File: src/sv/eau_pkg.sv
`timescale 1ns / 1ps
// ----------------------------------------------------------------------------
// eau_pkg
// Types, constants and table builders shared by the activation unit.
// ----------------------------------------------------------------------------
package eau_pkg;

  // Element width, fixed by the data format
  localparam int DATA_W = 16;

  // Defaults for the top-level parameters
  localparam int DEF_FRAC_BITS = 12;
  localparam int DEF_SEGMENTS  = 32;

  // Pipeline depth: front, table read, multiply, output register
  localparam int NSTAGE = 4;

  // Configuration port
  localparam int CFG_DW      = 32;
  localparam int CFG_AW      = 3;
  localparam int CFG_IDX_LSB = 2;
  localparam logic REG_MODE  = 1'b0;

  // Hard sigmoid divide by five: reciprocal multiply, exact for numerators below 2^HS_VW
  localparam int HS_VW = DATA_W + 1;
  localparam int HS_S  = HS_VW + 3;
  localparam int HS_M  = ((1 << HS_S) + 4) / 5;
  localparam int HS_MW = HS_S - 2;

  // Table construction precision
  localparam logic [63:0] ONE_Q = 64'h4000_0000_0000_0000;
  localparam int SERIES_TERMS = 24;

  typedef enum logic [1:0] {
    MODE_RELU = 2'd0,
    MODE_HSIG = 2'd1,
    MODE_SIG  = 2'd2,
    MODE_TANH = 2'd3
  } mode_t;

  // Load strobes, one per pipeline stage
  typedef struct packed {
    logic s1_ld;
    logic s2_ld;
    logic s3_ld;
    logic s4_ld;
  } stage_ld_t;

  // Truncating Q2.62 multiply
  function automatic logic [63:0] eau_qmul(logic [63:0] a, logic [63:0] b);
    logic [127:0] p;
    p = {64'd0, a} * {64'd0, b};
    return p[125:62];
  endfunction

  // Restoring unsigned divide, used only while building constant tables
  function automatic logic [63:0] eau_udiv(logic [63:0] num, logic [63:0] den);
    logic [64:0] r;
    logic [63:0] q;
    r = '0;
    q = '0;
    for (int i = 63; i >= 0; i--) begin
      r = {r[63:0], num[i]};
      if (r >= {1'b0, den}) begin
        r    = r - {1'b0, den};
        q[i] = 1'b1;
      end
    end
    return q;
  endfunction

  // One table entry at segment end k: sigmoid or tanh, rounded to fb fraction bits
  function automatic logic [DATA_W-1:0] eau_tab_entry(int segs, int fb, int k,
                                                       logic is_tanh);
    logic [63:0] term;
    logic [63:0] r;
    logic [63:0] r8;
    logic [63:0] p;
    logic [63:0] q;
    logic [63:0] num;
    logic [63:0] den;
    logic [63:0] nq;
    logic [63:0] dq;
    term = ONE_Q;
    r    = ONE_Q;
    // exp(-1/segs) by its series
    for (int n = 1; n <= SERIES_TERMS; n++) begin
      term = eau_udiv(term, 64'(segs) * 64'(n));
      if (n % 2 == 1) begin
        r = r - term;
      end else begin
        r = r + term;
      end
    end
    // step of one segment: exp(-8/segs)
    r8 = eau_qmul(r, r);
    r8 = eau_qmul(r8, r8);
    r8 = eau_qmul(r8, r8);
    p = ONE_Q;
    for (int j = 0; j < k; j++) begin
      p = eau_qmul(p, r8);
    end
    q = eau_qmul(p, p);
    if (is_tanh) begin
      num = ONE_Q - q;
      den = ONE_Q + q;
    end else begin
      num = ONE_Q;
      den = ONE_Q + p;
    end
    nq = num >> 22;
    dq = den >> 22;
    if (dq == 64'd0) begin
      dq = 64'd1;
    end
    return DATA_W'(eau_udiv((nq << (fb + 1)) + dq, dq << 1));
  endfunction

endpackage

File: src/sv/elementwise_activation_unit.sv
`timescale 1ns / 1ps
// ----------------------------------------------------------------------------
// elementwise_activation_unit
// ReLU, hard sigmoid, sigmoid and tanh on a stream of signed fixed-point words.
// ----------------------------------------------------------------------------
//  channel  handshake                 payload
//  in       in_valid / in_ready       in_x, in_last_in
//  out      out_valid / out_ready     out_y, out_last_out
//  cfg      psel, penable, pwrite     paddr, pwdata, prdata, pready
//
//  One word per cycle sustained while out_ready is high; an accepted word passes through
//  four register stages: segment front, ROM read, slope multiply, output register.
//  Reset clears the stage valid bits and sets mode to ReLU.
//  A stalled output holds its word; ready ripples back, so bubbles keep filling.
//  Sigmoid and tanh tables are constants computed at elaboration.
// ----------------------------------------------------------------------------
module elementwise_activation_unit import eau_pkg::*; #(
  parameter int FRAC_BITS = DEF_FRAC_BITS,
  parameter int SEGMENTS  = DEF_SEGMENTS
) (
  input  logic                     clk,
  input  logic                     rst_n,
  input  logic                     in_valid,
  output logic                     in_ready,
  input  logic signed [DATA_W-1:0] in_x,
  input  logic                     in_last_in,
  output logic                     out_valid,
  input  logic                     out_ready,
  output logic signed [DATA_W-1:0] out_y,
  output logic                     out_last_out,
  input  logic                     psel,
  input  logic                     penable,
  input  logic                     pwrite,
  input  logic [CFG_AW-1:0]        paddr,
  input  logic [CFG_DW-1:0]        pwdata,
  output logic [CFG_DW-1:0]        prdata,
  output logic                     pready
);

  localparam int IW = $clog2(SEGMENTS + 1);

  mode_t     mode;
  stage_ld_t ld;

  logic signed [DATA_W-1:0] x1;
  logic                     last1;
  logic [IW-1:0]            k1;
  logic [FRAC_BITS+3:0]     rem1;
  logic [HS_VW-1:0]         hsv1;
  logic                     hslo1;
  logic                     hshi1;

  logic signed [DATA_W-1:0] x3;
  logic                     last3;
  logic                     hslo3;
  logic                     hshi3;
  logic [FRAC_BITS:0]       hsq3;
  logic [FRAC_BITS:0]       lo3;
  logic [2*FRAC_BITS+4:0]   prod3;
  logic                     dneg3;

  eau_cfg_regs u_cfg (
    .clk     (clk),
    .rst_n   (rst_n),
    .psel    (psel),
    .penable (penable),
    .pwrite  (pwrite),
    .paddr   (paddr),
    .pwdata  (pwdata),
    .prdata  (prdata),
    .pready  (pready),
    .mode    (mode)
  );

  eau_pipe_ctrl u_ctrl (
    .clk       (clk),
    .rst_n     (rst_n),
    .in_valid  (in_valid),
    .in_ready  (in_ready),
    .out_valid (out_valid),
    .out_ready (out_ready),
    .ld        (ld)
  );

  eau_seg_front #(
    .FRAC_BITS (FRAC_BITS),
    .SEGMENTS  (SEGMENTS)
  ) u_front (
    .clk     (clk),
    .ld      (ld.s1_ld),
    .in_x    (in_x),
    .in_last (in_last_in),
    .x_r     (x1),
    .last_r  (last1),
    .k_r     (k1),
    .rem_r   (rem1),
    .hsv_r   (hsv1),
    .hslo_r  (hslo1),
    .hshi_r  (hshi1)
  );

  eau_interp #(
    .FRAC_BITS (FRAC_BITS),
    .SEGMENTS  (SEGMENTS)
  ) u_interp (
    .clk     (clk),
    .ld2     (ld.s2_ld),
    .ld3     (ld.s3_ld),
    .mode    (mode),
    .x1      (x1),
    .last1   (last1),
    .k1      (k1),
    .rem1    (rem1),
    .hsv1    (hsv1),
    .hslo1   (hslo1),
    .hshi1   (hshi1),
    .x3_r    (x3),
    .last3_r (last3),
    .hslo3_r (hslo3),
    .hshi3_r (hshi3),
    .hsq3_r  (hsq3),
    .lo3_r   (lo3),
    .prod3_r (prod3),
    .dneg3_r (dneg3)
  );

  eau_out_stage #(
    .FRAC_BITS (FRAC_BITS)
  ) u_out (
    .clk          (clk),
    .ld           (ld.s4_ld),
    .mode         (mode),
    .x3           (x3),
    .last3        (last3),
    .hslo3        (hslo3),
    .hshi3        (hshi3),
    .hsq3         (hsq3),
    .lo3          (lo3),
    .prod3        (prod3),
    .dneg3        (dneg3),
    .out_y        (out_y),
    .out_last_out (out_last_out)
  );

endmodule

File: src/sv/eau_cfg_regs.sv
`timescale 1ns / 1ps
// ----------------------------------------------------------------------------
// eau_cfg_regs
// APB-style register file holding the activation mode.
// ----------------------------------------------------------------------------
module eau_cfg_regs import eau_pkg::*; (
  input  logic              clk,
  input  logic              rst_n,
  input  logic              psel,
  input  logic              penable,
  input  logic              pwrite,
  input  logic [CFG_AW-1:0] paddr,
  input  logic [CFG_DW-1:0] pwdata,
  output logic [CFG_DW-1:0] prdata,
  output logic              pready,
  output mode_t             mode
);

  mode_t mode_r;
  logic  reg_idx;
  logic  wr_en;

  assign reg_idx = paddr[CFG_AW-1:CFG_IDX_LSB];
  assign wr_en   = psel && penable && pwrite && pready;
  assign pready  = 1'b1;
  assign mode    = mode_r;

  // Write the mode register, drop writes to other indexes
  always_ff @(posedge clk) begin
    if (!rst_n) begin
      mode_r <= MODE_RELU;
    end else if (wr_en && (reg_idx == REG_MODE)) begin
      mode_r <= mode_t'(pwdata[1:0]);
    end
  end

  // Read back
  always_comb begin
    prdata = '0;
    if (reg_idx == REG_MODE) begin
      prdata = {{(CFG_DW-2){1'b0}}, mode_r};
    end
  end

endmodule

File: src/sv/eau_pipe_ctrl.sv
`timescale 1ns / 1ps
// ----------------------------------------------------------------------------
// eau_pipe_ctrl
// Valid bits and per-stage load strobes; ready ripples back through bubbles.
// ----------------------------------------------------------------------------
module eau_pipe_ctrl import eau_pkg::*; (
  input  logic      clk,
  input  logic      rst_n,
  input  logic      in_valid,
  output logic      in_ready,
  output logic      out_valid,
  input  logic      out_ready,
  output stage_ld_t ld
);

  logic [NSTAGE-1:0] vld_r;
  logic [NSTAGE-1:0] vld_nxt;
  logic [NSTAGE-1:0] rdy;
  logic [NSTAGE-1:0] feed;

  // A stage takes a word when it is empty or its own word moves on
  always_comb begin
    rdy[NSTAGE-1] = !vld_r[NSTAGE-1] || out_ready;
    for (int i = NSTAGE - 2; i >= 0; i--) begin
      rdy[i] = !vld_r[i] || rdy[i+1];
    end
    feed[0] = in_valid;
    for (int i = 1; i < NSTAGE; i++) begin
      feed[i] = vld_r[i-1];
    end
    for (int i = 0; i < NSTAGE; i++) begin
      vld_nxt[i] = rdy[i] ? feed[i] : vld_r[i];
    end
  end

  always_ff @(posedge clk) begin
    if (!rst_n) begin
      vld_r <= '0;
    end else begin
      vld_r <= vld_nxt;
    end
  end

  // Load payload only where a valid word arrives
  assign ld.s1_ld = rdy[0] && feed[0];
  assign ld.s2_ld = rdy[1] && feed[1];
  assign ld.s3_ld = rdy[2] && feed[2];
  assign ld.s4_ld = rdy[3] && feed[3];

  assign in_ready  = rdy[0];
  assign out_valid = vld_r[NSTAGE-1];

endmodule

File: src/sv/eau_seg_front.sv
`timescale 1ns / 1ps
// ----------------------------------------------------------------------------
// eau_seg_front
// Stage 1: magnitude, table segment and remainder, hard sigmoid numerator.
// ----------------------------------------------------------------------------
module eau_seg_front import eau_pkg::*; #(
  parameter int FRAC_BITS = DEF_FRAC_BITS,
  parameter int SEGMENTS  = DEF_SEGMENTS
) (
  input  logic                            clk,
  input  logic                            ld,
  input  logic signed [DATA_W-1:0]        in_x,
  input  logic                            in_last,
  output logic signed [DATA_W-1:0]        x_r,
  output logic                            last_r,
  output logic [$clog2(SEGMENTS+1)-1:0]   k_r,
  output logic [FRAC_BITS+3:0]            rem_r,
  output logic [HS_VW-1:0]                hsv_r,
  output logic                            hslo_r,
  output logic                            hshi_r
);

  localparam int IW     = $clog2(SEGMENTS + 1);
  localparam int PW     = DATA_W + IW;
  localparam int SH     = FRAC_BITS + 3;
  localparam int RW     = SH + 1;
  localparam int HW     = DATA_W + 2;
  localparam int HALF   = 1 << (FRAC_BITS - 1);
  localparam int HS_LIM = 5 * HALF;
  localparam logic [RW-1:0] REM_FULL = RW'(1) << SH;

  logic [DATA_W-1:0]    a_c;
  logic [PW-1:0]        pos_c;
  logic [PW-1:0]        kf_c;
  logic                 sat_c;
  logic signed [HW-1:0] xe_c;
  logic signed [HW-1:0] lo_sum_c;
  logic signed [HW-1:0] hi_dif_c;
  logic signed [HW-1:0] hsv_c;

  always_comb begin
    // |x|, the most negative value lands on 2^15 as unsigned
    a_c   = in_x[DATA_W-1] ? (~in_x + 1'b1) : in_x;
    pos_c = PW'(a_c) * PW'(SEGMENTS);
    kf_c  = pos_c >> SH;
    sat_c = kf_c >= PW'(SEGMENTS);
    // hard sigmoid range test and rounded numerator
    xe_c     = {{(HW-DATA_W){in_x[DATA_W-1]}}, in_x};
    lo_sum_c = xe_c + HW'(HS_LIM);
    hi_dif_c = HW'(HS_LIM) - xe_c;
    hsv_c    = lo_sum_c + HW'(2);
  end

  // Advance stage 1; beyond the table use the last segment at full span
  always_ff @(posedge clk) begin
    if (ld) begin
      x_r    <= in_x;
      last_r <= in_last;
      k_r    <= sat_c ? IW'(SEGMENTS - 1) : kf_c[IW-1:0];
      rem_r  <= sat_c ? REM_FULL : {1'b0, pos_c[SH-1:0]};
      hsv_r  <= hsv_c[HS_VW-1:0];
      hslo_r <= lo_sum_c[HW-1];
      hshi_r <= hi_dif_c[HW-1];
    end
  end

endmodule

File: src/sv/eau_interp.sv
`timescale 1ns / 1ps
// ----------------------------------------------------------------------------
// eau_interp
// Stages 2 and 3: segment-end ROM read, slope, interpolation multiply.
// ----------------------------------------------------------------------------
module eau_interp import eau_pkg::*; #(
  parameter int FRAC_BITS = DEF_FRAC_BITS,
  parameter int SEGMENTS  = DEF_SEGMENTS
) (
  input  logic                                     clk,
  input  logic                                     ld2,
  input  logic                                     ld3,
  input  mode_t                                    mode,
  input  logic signed [DATA_W-1:0]                 x1,
  input  logic                                     last1,
  input  logic [$clog2(SEGMENTS+1)-1:0]            k1,
  input  logic [FRAC_BITS+3:0]                     rem1,
  input  logic [HS_VW-1:0]                         hsv1,
  input  logic                                     hslo1,
  input  logic                                     hshi1,
  output logic signed [DATA_W-1:0]                 x3_r,
  output logic                                     last3_r,
  output logic                                     hslo3_r,
  output logic                                     hshi3_r,
  output logic [FRAC_BITS:0]                       hsq3_r,
  output logic [FRAC_BITS:0]                       lo3_r,
  output logic [2*FRAC_BITS+4:0]                   prod3_r,
  output logic                                     dneg3_r
);

  localparam int IW  = $clog2(SEGMENTS + 1);
  localparam int TW  = FRAC_BITS + 1;
  localparam int RW  = FRAC_BITS + 4;
  localparam int PRW = TW + RW;
  localparam int HPW = HS_VW + HS_MW;

  logic [TW-1:0] sig_rom  [SEGMENTS+1];
  logic [TW-1:0] tanh_rom [SEGMENTS+1];

  // Segment-end values, worked out at elaboration
  for (genvar g = 0; g <= SEGMENTS; g++) begin : g_rom
    localparam logic [DATA_W-1:0] SIG_E  = eau_tab_entry(SEGMENTS, FRAC_BITS, g, 1'b0);
    localparam logic [DATA_W-1:0] TANH_E = eau_tab_entry(SEGMENTS, FRAC_BITS, g, 1'b1);
    assign sig_rom[g]  = SIG_E[TW-1:0];
    assign tanh_rom[g] = TANH_E[TW-1:0];
  end

  logic [IW-1:0]        k1p_c;
  logic [TW-1:0]        lo_c;
  logic [TW-1:0]        hi_c;
  logic signed [TW:0]   d_c;
  logic [TW-1:0]        dmag_c;

  // Stage 2 registers
  logic signed [DATA_W-1:0] x2_r;
  logic                     last2_r;
  logic                     hslo2_r;
  logic                     hshi2_r;
  logic [HPW-1:0]           hsp2_r;
  logic [TW-1:0]            lo2_r;
  logic [TW-1:0]            dmag2_r;
  logic                     dneg2_r;
  logic [RW-1:0]            rem2_r;

  // Read both ends of the segment and take the slope
  always_comb begin
    k1p_c  = k1 + IW'(1);
    lo_c   = (mode == MODE_TANH) ? tanh_rom[k1]   : sig_rom[k1];
    hi_c   = (mode == MODE_TANH) ? tanh_rom[k1p_c] : sig_rom[k1p_c];
    d_c    = $signed({1'b0, hi_c}) - $signed({1'b0, lo_c});
    dmag_c = d_c[TW] ? TW'(-d_c) : d_c[TW-1:0];
  end

  always_ff @(posedge clk) begin
    if (ld2) begin
      x2_r    <= x1;
      last2_r <= last1;
      hslo2_r <= hslo1;
      hshi2_r <= hshi1;
      hsp2_r  <= HPW'(hsv1) * HPW'(HS_M);
      lo2_r   <= lo_c;
      dmag2_r <= dmag_c;
      dneg2_r <= d_c[TW];
      rem2_r  <= rem1;
    end
  end

  // Stage 3: slope times offset into the segment; finish divide by five
  always_ff @(posedge clk) begin
    if (ld3) begin
      x3_r    <= x2_r;
      last3_r <= last2_r;
      hslo3_r <= hslo2_r;
      hshi3_r <= hshi2_r;
      hsq3_r  <= hsp2_r[HS_S +: TW];
      lo3_r   <= lo2_r;
      prod3_r <= PRW'(dmag2_r) * PRW'(rem2_r);
      dneg3_r <= dneg2_r;
    end
  end

endmodule

File: src/sv/eau_out_stage.sv
`timescale 1ns / 1ps
// ----------------------------------------------------------------------------
// eau_out_stage
// Stage 4: rounding, symmetry for negative input, function select, output register.
// ----------------------------------------------------------------------------
module eau_out_stage import eau_pkg::*; #(
  parameter int FRAC_BITS = DEF_FRAC_BITS
) (
  input  logic                        clk,
  input  logic                        ld,
  input  mode_t                       mode,
  input  logic signed [DATA_W-1:0]    x3,
  input  logic                        last3,
  input  logic                        hslo3,
  input  logic                        hshi3,
  input  logic [FRAC_BITS:0]          hsq3,
  input  logic [FRAC_BITS:0]          lo3,
  input  logic [2*FRAC_BITS+4:0]      prod3,
  input  logic                        dneg3,
  output logic signed [DATA_W-1:0]    out_y,
  output logic                        out_last_out
);

  localparam int TW  = FRAC_BITS + 1;
  localparam int SH  = FRAC_BITS + 3;
  localparam int PRW = 2 * FRAC_BITS + 5;
  localparam logic [PRW-1:0]    RND   = PRW'(1) << (SH - 1);
  localparam logic [DATA_W-1:0] ONE_W = DATA_W'(1) << FRAC_BITS;

  logic [PRW-1:0]    sum_c;
  logic [DATA_W-1:0] adj_c;
  logic [DATA_W-1:0] lo_c;
  logic [DATA_W-1:0] t_c;
  logic [DATA_W-1:0] y_c;
  logic              neg_c;

  logic signed [DATA_W-1:0] y_r;
  logic                     last_r;

  always_comb begin
    // round the interpolation step half away from zero
    sum_c = prod3 + RND;
    adj_c = {{(DATA_W-TW){1'b0}}, sum_c[SH +: TW]};
    lo_c  = {{(DATA_W-TW){1'b0}}, lo3};
    t_c   = dneg3 ? (lo_c - adj_c) : (lo_c + adj_c);
    neg_c = x3[DATA_W-1];
    unique case (mode)
      MODE_RELU: y_c = neg_c ? '0 : x3;
      MODE_HSIG: begin
        if (hslo3) begin
          y_c = '0;
        end else if (hshi3) begin
          y_c = ONE_W;
        end else begin
          y_c = {{(DATA_W-TW){1'b0}}, hsq3};
        end
      end
      MODE_SIG:  y_c = neg_c ? (ONE_W - t_c) : t_c;
      MODE_TANH: y_c = neg_c ? (DATA_W'(0) - t_c) : t_c;
    endcase
  end

  // Hold the word until the consumer takes it
  always_ff @(posedge clk) begin
    if (ld) begin
      y_r    <= y_c;
      last_r <= last3;
    end
  end

  assign out_y        = y_r;
  assign out_last_out = last_r;

endmodule

File: config.mk
export PLATFORM = sky130hd
export DESIGN_NAME = elementwise_activation_unit
export DESIGN_NICKNAME = d
export VERILOG_FILES = /design/src/sv/eau_pkg.sv /design/src/sv/elementwise_activation_unit.sv /design/src/sv/eau_cfg_regs.sv /design/src/sv/eau_pipe_ctrl.sv /design/src/sv/eau_seg_front.sv /design/src/sv/eau_interp.sv /design/src/sv/eau_out_stage.sv
export SDC_FILE = /design/constraint.sdc
export NUM_CORES = 1
export LEC_CHECK = 0
export ABC_AREA = 1
export BUFFER_PORTS_ARGS = -buffer_cell sky130_fd_sc_hd__buf_2
export CAP_MARGIN = 20
export CORE_MARGIN = 2
export CORE_UTILIZATION = 45
export DETAILED_ROUTE_END_ITERATION = 16
export GPL_ROUTABILITY_DRIVEN = 0
export HOLD_SLACK_MARGIN = 0.02
export SYNTH_ARGS = -nofsm -noshare
export SYNTH_HDL_FRONTEND = slang
export SYNTH_SLANG_ARGS = --single-unit
export TNS_END_PERCENT = 100
File: constraint.sdc
create_clock -name clk -period 8.9 [get_ports clk]
set_input_delay 1.78 -clock clk [delete_from_list [all_inputs] [get_ports clk]]
set_output_delay 1.78 -clock clk [all_outputs]
set_load 0.03 [all_outputs]
After elaboration in Yosys (flattened, before gate mapping)
Memories as Yosys holds them, arrays and structs flattened.
Cells that the tools add are included.
{ "totals": {"ff_bits": 248, "inputBits": 59, "elab_cells": 97, "memories": 4, "out_inout_bits": 52, "rom_bits": 3328} }
{ "memory_table": {"columns": ["name", "depth", "word_bits", "read_ports", "rd_clocked_by_memory_dff", "write_ports", "line", "source"], "rows": [
  ["(name not given)", 64, 13, 1, 0, 0, "eau_interp.sv:69", "hi_c = (mode == MODE_TANH) ? tanh_rom[k1p_c] : sig_rom[k1p_c];"],
  ["(name not given)", 64, 13, 1, 0, 0, "eau_interp.sv:69", null],
  ["(name not given)", 64, 13, 1, 0, 0, "eau_interp.sv:68", "lo_c = (mode == MODE_TANH) ? tanh_rom[k1] : sig_rom[k1];"],
  ["(name not given)", 64, 13, 1, 0, 0, "eau_interp.sv:68", null]
]} }
{ "op_classes": {"multipliers": 2, "n_lt_le_gt_ge": 3, "addsub": 12, "bitwise_logic": 4, "reduce_logical": 16, "n_mux": 21, "eq_ne": 3} }
{ "op_table": {"columns": ["cell", "count"], "rows": [
  ["$mux 13", 12],
  ["$mux 16", 6],
  ["$pmux 16 s4", 1],
  ["$mul 17x16->31 const B", 1],
  ["$add 28x15->28 const B", 1],
  ["$mul 13x16->28", 1],
  ["$sub 13x13->14", 2],
  ["$add 16x15->17 const B", 1],
  ["$add 17x3->17 const B", 1],
  ["$sub 15x16->17 const A", 1],
  ["$add 16x1->16 const B", 1],
  ["$not 16->16", 1],
  ["$sub 1x16->16 const A", 1],
  ["$sub 13x16->16 const A", 1],
  ["$mux 15", 1],
  ["$add 13x13->14", 1],
  ["$ge 7x7->1 const B", 2],
  ["$not 6->7", 2],
  ["$neg 13->13", 1],
  ["$logic_and 1x1->1", 7],
  ["$add 6x1->6 const B", 1],
  ["$ge 6x6->1 const B", 1],
  ["$eq 2x2->1 const B", 2],
  ["$logic_not 1->1", 4],
  ["other kinds (5)", 8]
]} }

Longest topological paths before layout
Gate-level depths: netlist (run 1).
{ "logic_depth": {"depth_word": 9, "ltp_mapped": 29, "ltp_nobuf": 29} }

Hierarchy
From an unflattened synthesis (run 1), not the netlist that was laid out.
{ "hier_totals": {"cells_unflattened": 3135, "hier_area_um2": 25542.0} }
{ "by_module_without_submodules": {"columns": ["module", "cells_per_inst", "area_each_um2", "n_inst"], "rows": [
  ["eau_interp", 2279, 19294.8, 1],
  ["eau_out_stage", 549, 3158.0, 1],
  ["eau_seg_front", 226, 2524.9, 1],
  ["eau_cfg_regs", 56, 366.6, 1],
  ["eau_pipe_ctrl", 25, 197.7, 1]
]} }

Worst setup path before layout (run 1)
No wires, ideal clock.
{ "synth_timing": {"path_type": "register to register", "startpoint": "reg u_front.hsv_r[3]", "endpoint": "reg u_interp.hsp2_r[30], data pin", "slack_ns": 3.819, "t_arrival_ns": 4.822, "stages_incl_launch_ff": 20, "setup_time_ns": 0.258, "path_buffers": 0, "path_cell_list": "edfxtp_1 -> ha_1 -> inv_1 -> fa_1 -> inv_1 -> fa_1 -> fa_1 -> inv_1 -> fa_1 -> fa_1 -> inv_1 -> ha_1 -> nand2_1 -> nor4_1 -> o21ai_0 -> nand3_1 -> nand2_1 -> o211ai_1 -> a21oi_1 -> xnor2_1"} }
{ "synth_via": {"elab_chain_cells": 1} }
{ "synth_rtl": {"columns": ["item", "line", "source"], "rows": [
  ["from (decl)", "eau_seg_front.sv:18", "output logic [HS_VW-1:0] hsv_r,"],
  ["from (signal assigned)", "eau_seg_front.sv:61", "hsv_r <= hsv_c[HS_VW-1:0];"],
  ["$mul 17x16->31", "eau_interp.sv:80", "hsp2_r <= HPW'(hsv1) * HPW'(HS_M);"],
  ["to (signal assigned)", "eau_interp.sv:80", null],
  ["to (decl)", "eau_interp.sv:59", "logic [HPW-1:0] hsp2_r;"]
]} }
No other way between the ends.
A chain may end at the register's enable or synchronous reset.

Worst setup path in the final report (run 1)
{ "layout_timing": {"startpoint": "reg u_front.k_r[0]", "endpoint": "reg u_interp.dmag2_r[6], data pin"} }
{ "layout_via": {"elab_chain_cells": 9} }
{ "layout_rtl": {"columns": ["item", "line", "source"], "rows": [
  ["from (decl)", "eau_seg_front.sv:16", "output logic [$clog2(SEGMENTS+1)-1:0] k_r,"],
  ["from (signal assigned)", "eau_seg_front.sv:59", "k_r <= sat_c ? IW'(SEGMENTS - 1) : kf_c[IW-1:0];"],
  ["$add 6x1->6", "eau_interp.sv:67", "k1p_c = k1 + IW'(1);"],
  ["$not 6->7 (implied by the code)", "eau_interp.sv:69", null],
  ["$mem_v2 64x13", null, null],
  ["$mux 13 (implied by the code) (2 in series)", "eau_interp.sv:69", null],
  ["$mux 13", "eau_interp.sv:69", null],
  ["$sub 13x13->14 *", "eau_interp.sv:70", "d_c = $signed({1'b0, hi_c}) - $signed({1'b0, lo_c});"],
  ["$neg 13->13", "eau_interp.sv:71", "dmag_c = d_c[TW] ? TW'(-d_c) : d_c[TW-1:0];"],
  ["$mux 13 *", "eau_interp.sv:71", null],
  ["via u_interp.dmag_c[6]", "eau_interp.sv:52", "logic [TW-1:0] dmag_c;"],
  ["to (signal assigned)", "eau_interp.sv:82", "dmag2_r <= dmag_c;"],
  ["to (decl)", "eau_interp.sv:61", "logic [TW-1:0] dmag2_r;"]
]} }
The timed path passes the listed nets; every way through them passes the cells marked *. The select of a mux whose other input is x is not followed.

==> flow_metrics.tcl, run 1 <==
set metrics [dict create \
    fin_crit_ns 5.95 \
    wl_met3_mm 3.44 \
    seqCellArea_um2 6100 \
    hold_path.startpoint "u_interp.lo2_r[4]" \
    synth_edf_count 199 \
    core_um2 48600 \
    cts_resized 0 \
    rsz0062_at_grt "false" \
    cp.required_ns 9.16 \
    crit-reg2reg-launch "u_front.k_r[0]" \
    avgSynthCellArea_um2 8.29 \
    ys_types 57 \
    ys_ff_latch 205 \
    nets 3171 \
    critPathMostFrequentCell "nand2_1" \
    slowest_stage "xor2_1" \
    area_growth_pct 6.44 \
    routed-via-count 17200 \
    first_pass_iters 7 \
    routedLengthMet1_mm 25.2 \
    postCtsHoldBufs 0 \
    netlist_area_um2 22100 \
    fillers 4707 \
    status "finished, final reports clean" \
    synth-seq-area-share_pct 27.6 \
    rrSetupSlack_ns 2.95 \
    cts_root_buf "clkbuf_16" \
    antenna_left 0 \
    final.setup.tns_ns 0 \
    regToRegEndpoint "u_interp.dmag2_r[6]" \
    ys_async_sr_fraction_pct 0 \
    postLayoutCellArea_um2 23500 \
    cts_setup_buffers 0 \
    tightest_slew_ns 1.06 \
    die_area_um2 50800 \
    htreeDepth 1 \
    setup_viol 0 \
    grt_usage_pct 21.6 \
    initial_core_util_pct 45.4 \
    top_layer_used "met5" \
    grt_overflow 0 \
    die_h_um 225 \
    cts_buffer_depth 3 \
    clk_pin_slew_ns 0.07 \
    cp_cell_sequence "ha_1, nand2_1, inv_1, nand2_1, xor2_1, inv_1, a2111oi_0, a21oi_1, a21oi_1, ha_1, a21oi_1, o21ai_0, a21oi_1, o21ai_1, nand2_1, nand2_1, nand2_1, nand2_1, a21oi_2, nand2_1, xor2_1" \
    drive_above_1_share_pct 4.38 \
    placed_area_um2 22700 \
    dp_hpwl_mm 43.4 \
    multi_input_area_um2 13300 \
    cts_tree "built" \
    worstPathArrival_ns 6.21 \
    skew_ns 0.0152 \
    dr_wl_met2_mm 23.2 \
    hp-class "reg2reg" \
    reg2reg_depth 21 \
    hold-path-endpoint "u_interp.lo3_r[4]" \
    clk-insertion-delay-late_ns 0.54 \
    cpPeakStageDelay_ns 0.84 \
    grt_pass1_wl_mm 87.3 \
    port_buffers 47 \
    rows 81 \
    maxSlewHeadroom_pct 29.4 \
    hold_viol_final 0 \
    period_share_pct 66.8 \
    yosys_warnings 0 \
    drc 0 \
    routedWlPerCell_um 16.1 \
    cts_buffers 24 \
    drt-total-wl_mm 53.3 \
    synthCells 2663 \
    clock_sinks 205 \
    vias_per_cell 5.17 \
    clock.fmax_ghz 0.168 \
    yosys_most_used_dff "edfxtp_1" \
    antenna_found_initial 2 \
    cp-end-kind "register" \
    min_path_cells 0 \
    io_pins 111 \
    crit_type "reg2reg" \
    drt_iter0_drc 1534 \
    cp_max_fo 17 \
    grt_max_degree 64 \
    fp.dieW_um 225 \
    maxCapViolCount 0 \
    grt_pass1_vias 17200 \
    slew_viol_final 0 \
    cp-start-kind "register" \
    startpoint "u_front.k_r[0]" \
]
==> logic make-up (layout without fill, tap and decap cells) <==
family	count (synthesis)	count (layout)	share of synthesized area, %
buffers and inverters	703	707	12.6
flip-flops	205	205	27.6
AO/OA/AOI/OAI	292	292	7.49
other	2	33	0.0340
adder cells (fa/ha/maj)	433	433	30.9
AND/OR/NAND/NOR	932	932	17.5
XOR/XNOR	96	96	3.84
==> worst max-delay path: cells and delay by family (launching register included) <==
| family | cells | cell delay (ns) |
|---|---|---|
| buffers and inverters | 2 | 0.61 |
| adders and majority gates | 2 | 0.72 |
| AOI/OAI and AO/OA | 8 | 2.06 |
| and+or+nand+nor | 7 | 0.56 |
| DFF | 1 | 0.69 |
| xor gates and xnor gates | 2 | 1.03 |
==> worst max-delay path by stage <==
| stage | end |
|---|---|
| 2_1_floorplan | u_interp.hsp2_r[30] |
| 3_3_place_gp | u_interp.hsp2_r[30] |
| 3_5_place_dp | u_interp.hsp2_r[30] |
| 4_1_cts | u_interp.hsp2_r[30] |
| 5_1_grt | u_interp.dmag2_r[3] |
| 6_report | u_interp.dmag2_r[6] |
==> routing by layer <==
layer  vias to the layer above  GRT usage [%]
met4                         2           5.58
li1                       8375              -
met5                         -              0
met1                      8097           31.0
met2                       583           34.0
met3                       108           3.38
==> layout by cell type (no fill, tap or decap), drive strengths merged, types with 6 or more instances in the layout <==
cell type / count
o21ai: 102
dfxtp: 6
nor2: 174
fa: 187
a21oi: 123
clkbuf: 27
a22oi: 9
edfxtp: 199
nand3: 136
a21o: 6
o21bai: 7
nand2: 553
buf: 52
inv: 614
o211ai: 9
xnor2: 25
a31oi: 8
nand4: 26
clkinv: 11
conb: 32
nor3: 27
xor2: 71
ha: 246
==> through the flow <==
step / hold WS (ns) / setup slack (ns) / cells / util (%)
finish: 0.412 / 2.95 / 3320 / 48.3
global route: 0.424 / 2.56 / 3319 / 48.3
CTS: 0.413 / 3.19 / 3319 / 48.3
detailed placement: 0.405 / 3.17 / 3275 / 46.8
global placement: 0.402 / 3.27 / 3275 / 46.8
floorplan: 0.400 / 3.82 / 2693 / -
==> area by class of cell <==
class	instances	share of cell area, %
diodes	1	0.0107
clock buffers	27	2.61
clock inverters	17	0.533
inverters	611	9.77
multi-input cells	1785	56.7
flip-flops and latches	205	26.0
well taps	622	3.31
repair buffers	52	1.16
==> sequential cells by signal, indices dropped and copies added, names as in the netlist, 2 cells and up <==
signal,cells
u_cfg.mode,2
u_interp.dmag2_r,13
u_interp.x3_r,16
u_interp.lo2_r,13
u_interp.hsp2_r,13
u_interp.lo3_r,13
u_ctrl.vld_r,4
u_out.out_y,16
u_interp.prod3_r,14
u_front.rem_r,11
u_interp.x2_r,16
u_front.hsv_r,17
u_front.k_r,6
u_front.x_r,15
u_interp.hsq3_r,13
u_interp.rem2_r,11
==> synthesized netlist by cell type, types with 6 or more instances <==
cell type | n | share of area, %
inv_1 | 605 | 10
nor2_1 | 165 | 2.8
a31oi_1 | 8 | 0.23
nor2_2 | 8 | 0.23
o211ai_1 | 9 | 0.31
nor3_1 | 27 | 0.61
o21ai_0 | 100 | 2.3
xnor2_1 | 25 | 0.99
buf_4 | 33 | 1.1
o21bai_1 | 6 | 0.20
nand3_1 | 135 | 3.1
dfxtp_1 | 6 | 0.54
a21oi_1 | 120 | 2.7
fa_1 | 187 | 17
a22oi_1 | 9 | 0.31
a21o_1 | 6 | 0.20
edfxtp_1 | 199 | 27
nand4_1 | 26 | 0.74
buf_2 | 10 | 0.23
xor2_1 | 70 | 2.8
clkbuf_1 | 45 | 0.77
ha_1 | 246 | 14
nand2_1 | 552 | 9.4
Power of run 1 is not shown: default switching activity piles up to over one toggle a cycle in this logic, so the estimate is an artifact.
==> run 2: changes to the inputs <==
clock period = 6.2 ns   (was 8.9 ns; I/O delays follow)
==> flow_metrics.tcl, run 2 (synthesis results as in run 1) <==
set metrics [dict create \
    status "finished, final reports clean" \
    htreeDepth 1 \
    io_pins 111 \
    maxSlewHeadroom_pct 40.4 \
    mostFrequentLayoutCells "inv_1, nand2_1, ha_1, edfxtp_1, fa_1" \
    drt-total-wl_mm 53.5 \
    cp-end-kind "register" \
    clk-insertion-delay-late_ns 0.54 \
    grt_pass1_wl_mm 86.7 \
    cp.required_ns 6.49 \
    setup_viol 0 \
    initial_core_util_pct 45.4 \
    cts_buffers 24 \
    dp.cells 3282 \
    startpoint "u_front.hsv_r[2]" \
    fin_cells 3328 \
    path_buf_inv 4 \
    cpPeakStageDelay_ns 0.55 \
    cts_buffer_depth 3 \
    postCtsHoldBufs 0 \
    rsz0062_at_grt "false" \
    slowest_stage "fa_1" \
    port_buffers 47 \
    routed-via-count 17200 \
    crit-reg2reg-launch "u_front.hsv_r[2]" \
    dp_hpwl_mm 43.6 \
    cts_resized 0 \
    drt_iter0_drc 1520 \
    fin_crit_ns 5.65 \
    seqCellArea_um2 6100 \
    area_growth_pct 6.87 \
    crit_type "reg2reg" \
    dp_slack_ns 0.561 \
    skew_ns 0.0166 \
    grt_pass1_vias 17000 \
    cp-start-kind "register" \
    largest_register_ffs 17 \
    slew_viol_final 0 \
    cts_setup_buffers 0 \
    tightest_slew_ns 0.894 \
    grt_overflow 0 \
    clock.fmax_ghz 0.177 \
    hp-class "reg2reg" \
    drc 0 \
    fp.dieW_um 225 \
    hold_viol_final 0 \
    fillers 4691 \
    antenna_found_initial 4 \
    rows 81 \
    largest_register "u_front.hsv_r" \
    antenna_left 0 \
    multi_input_area_um2 13300 \
    cp_max_fo 5 \
    final_common_cell "inv_1" \
    setup_slack_ns 0.552 \
    drive_above_1_share_pct 4.51 \
    cp_cell_sequence "ha_1, inv_1, fa_1, inv_1, fa_1, fa_1, inv_1, fa_1, fa_1, inv_1, ha_1, nand2_1, nor4_1, o21ai_0, nand3_1, nand2_1, o211ai_1, a21oi_1, xnor2_1" \
    final.setup.tns_ns 0 \
    die_h_um 225 \
    nets 3178 \
    core_um2 48600 \
    maxCapViolCount 0 \
    clock_sinks 205 \
    cts_tree "built" \
    period_share_pct 91.1 \
    hold_path.startpoint "u_interp.lo2_r[2]" \
    clk_pin_slew_ns 0.07 \
    first_pass_iters 8 \
    die_area_um2 50800 \
    critPathMostFrequentCell "fa_1" \
    routedWlPerCell_um 16.1 \
    grt_usage_pct 21.5 \
    cpLargestDelayFamily "adder cells" \
    grt_max_degree 61 \
    worstPathArrival_ns 5.94 \
    vias_per_cell 5.16 \
    cts_root_buf "clkbuf_16" \
]
==> run 2: cell count changes in the layout (fill, tap and decap cells not counted) <==
cell and change:
clkinv_1 +3, bufinv_16 +2, buf_4 +7, clkinv_4 -1, diode_2 +1, clkinvlp_4 +3
inv_6 -3, clkinv_2 -4
==> run 2: metal layers <==
layer / track usage (%) / routed length, um / vias to the layer above / part of all wire (%)
li1: - / - / 8387 / -
met1: 31.5 / 25600 / 8113 / 48
met2: 33.6 / 23100 / 567 / 43
met3: 3.31 / 3510 / 98 / 6.6
met4: 4.83 / 1250 / 2 / 2.3
met5: 0 / 13 / - / 0.024
==> run 2: final cells by class <==
class	instances	area share, %
diodes	2	0.0212
clock buffers	27	2.59
clock inverters	17	0.695
inverters	611	9.73
multi-input cells	1785	56.4
flip-flops and latches	205	25.9
well taps	622	3.30
repair buffers	59	1.38
==> run 2: worst paths after layout <==
kind / end / cells after the start / slack, ns
worst max-delay path: u_interp.hsp2_r[30] / 19 / 0.55
worst min-delay path: u_interp.lo3_r[2] / 0 / 0.40
worst max register to register: u_interp.hsp2_r[30] / 19 / 0.55
worst min register to register: u_interp.lo3_r[2] / 0 / 0.40
==> run 2: metrics by stage <==
| step | hold WS [ns] | util, % | area (um2) |
|---|---|---|---|
| after floorplan | 0.400 | - | 22200 |
| after global placement | 0.403 | 46.9 | 22800 |
| after detailed placement | 0.405 | 46.9 | 22800 |
| after CTS | 0.397 | 48.5 | 23600 |
| after global routing | 0.413 | 48.5 | 23600 |
| final | 0.401 | 48.5 | 23600 |
Power of run 2 is left out for the same reason.
==> run 3: changes to the inputs <==
ABC_AREA = default   (was 1)
==> flow_metrics.tcl, run 3 <==
set metrics [dict create \
    status "finished, final reports clean" \
    hp-class "reg2reg" \
    netlist_area_um2 20800 \
    grt_overflow 0 \
    drive_above_1_share_pct 10.3 \
    postLayoutCellArea_um2 23100 \
    gr-usage-met2_pct 32.6 \
    antenna_found_initial 5 \
    synth-seq-area-share_pct 29.3 \
    rsz0062_at_grt "true" \
    ys_types 80 \
    synth_most_common_cell "inv_1" \
    port_buffers 47 \
    area_growth_pct 11.0 \
    grt.busiest_layer "met2" \
    setup_viol 0 \
    rows 78 \
    ys_top_cells_by_count "inv_1, ha_1, edfxtp_1, fa_1, nand2_1" \
    period_share_pct 98.3 \
    die_area_um2 48000 \
    routedWlPerCell_um 16.8 \
    maxSlewHeadroom_pct 40.6 \
    core_um2 45500 \
    drt_iter0_drc 1213 \
    skew_ns 0.0171 \
    grt_max_degree 70 \
    cp-end-kind "register" \
    largest_register "u_front.hsv_r" \
    cp-start-kind "register" \
    synthCells 2124 \
    initial_core_util_pct 45.7 \
    slew_viol_final 0 \
    synth.area.top_cells "edfxtp_1, fa_1, ha_1, inv_1, xnor2_1" \
    clk_pin_slew_ns 0.07 \
    postCtsHoldBufs 0 \
    io_pins 111 \
    first_pass_iters 6 \
    met3_usage_pct 3.34 \
    final_common_cell "inv_1" \
    cts_tree "built" \
    worstPathArrival_ns 6.36 \
    final.setup.tns_ns 0 \
    antenna_left 0 \
    routed-via-count 14900 \
    cts_buffers 23 \
    cts_buffer_depth 3 \
    die_h_um 219 \
    yosys_warnings 0 \
    ys_async_sr_fraction_pct 0 \
    fin_crit_ns 6.09 \
    clk-insertion-delay-late_ns 0.53 \
    mostFrequentLayoutCells "inv_1, ha_1, edfxtp_1, nand2_1, fa_1" \
    hold_viol_final 0 \
    htreeDepth 1 \
    tightest_slew_ns 0.891 \
    yosys_most_used_dff "edfxtp_1" \
    netlist.top_cell.by_area "edfxtp_1" \
    placed_area_um2 22000 \
    grt_use_met1_pct 28.5 \
    grt_pass1_wl_mm 77.9 \
    drc 0 \
    nets 2697 \
    fin_util_pct 50.7 \
    crit_type "reg2reg" \
    fillers 4196 \
    synth_edf_count 199 \
    avgSynthCellArea_um2 9.79 \
    ys_ff_latch 205 \
    yosysTopAreaCellShare_pct 28.7 \
    dp_hpwl_mm 38.4 \
    vias_per_cell 5.29 \
    maxCapViolCount 0 \
    clock_sinks 205 \
    grt_usage_pct 20.3 \
    grt_pass1_vias 14900 \
    cts_root_buf "clkbuf_16" \
    drt-total-wl_mm 47.5 \
    fp.dieW_um 219 \
    cp_max_fo 4 \
    clock.fmax_ghz 0.164 \
    largest_register_ffs 17 \
    cp.required_ns 6.47 \
]
==> run 3: routing by layer <==
layer / share of wire (%) / wire [um]
met5: 0 / 0
met4: 2.6 / 1230
met3: 5.9 / 2800
met2: 46 / 21700
met1: 46 / 21800
==> run 3: per-stage QoR <==
| step | instances | worst slack, ns | hold WS, ns |
|---|---|---|---|
| floorplan | 2154 | 0.134 | 0.400 |
| global placement | 2773 | -0.219 | 0.402 |
| detailed placement | 2773 | -0.282 | 0.405 |
| CTS | 2817 | 0.000440 | 0.413 |
| global route | 2825 | -0.141 | 0.418 |
| finish | 2826 | 0.106 | 0.413 |
==> run 3: worst max-delay path: stages (launching register included) <==
cell      delay [ns]
edfxtp_1        0.52
ha_4            0.33
xor2_1          0.16
ha_1            0.27
fa_1            0.52
fa_1            0.46
fa_1            0.54
inv_2           0.04
fa_1            0.54
inv_1           0.04
ha_1            0.28
o21a_1          0.21
o211ai_1        0.26
a211o_1         0.18
o221ai_4        0.13
a41o_1          0.27
or4_4           0.43
a311oi_2        0.25
o21bai_1        0.12
buf_4           0.14
xor2_1          0.13
==> run 3: final cells by class <==
type | count | area (um2) | area share [%]
inverters | 389 | 1460 | 6.33
clock buffers | 27 | 591 | 2.56
flip-flops and latches | 205 | 6100 | 26.4
clock inverters | 15 | 230 | 0.998
well taps | 600 | 751 | 3.25
repair buffers | 141 | 945 | 4.09
multi-input cells | 1445 | 13000 | 56.3
diodes | 4 | 10.0 | 0.0434
==> run 3: final timing paths <==
check	start	end	slack, ns	cells after the start
setup / recovery	u_front.hsv_r[1]	u_interp.hsp2_r[31]	0.11	20
hold / removal	u_front.x_r[14]	u_interp.x2_r[14]	0.41	0
setup reg to reg	u_front.hsv_r[1]	u_interp.hsp2_r[31]	0.11	20
hold reg to reg	u_front.x_r[14]	u_interp.x2_r[14]	0.41	0
==> run 3: cell families after synthesis <==
logic type | after synthesis | synth area share (%)
flops | 205 | 29.3
compound gates | 337 | 10.9
xor+xnor | 117 | 4.93
buf+inv | 504 | 9.68
other cells | 2 | 0.0361
simple gates | 515 | 11.8
mux | 9 | 0.445
fa+ha+maj | 435 | 32.9
==> run 3: repair_timing <==
item | 4_1_cts | 5_1_grt
buffers inserted | 2 | 5
setup endpoints to repair | 5 | 10
resized for setup | 14 | 11
pin swaps | 21 | 12
Power of run 3 is left out for the same reason.
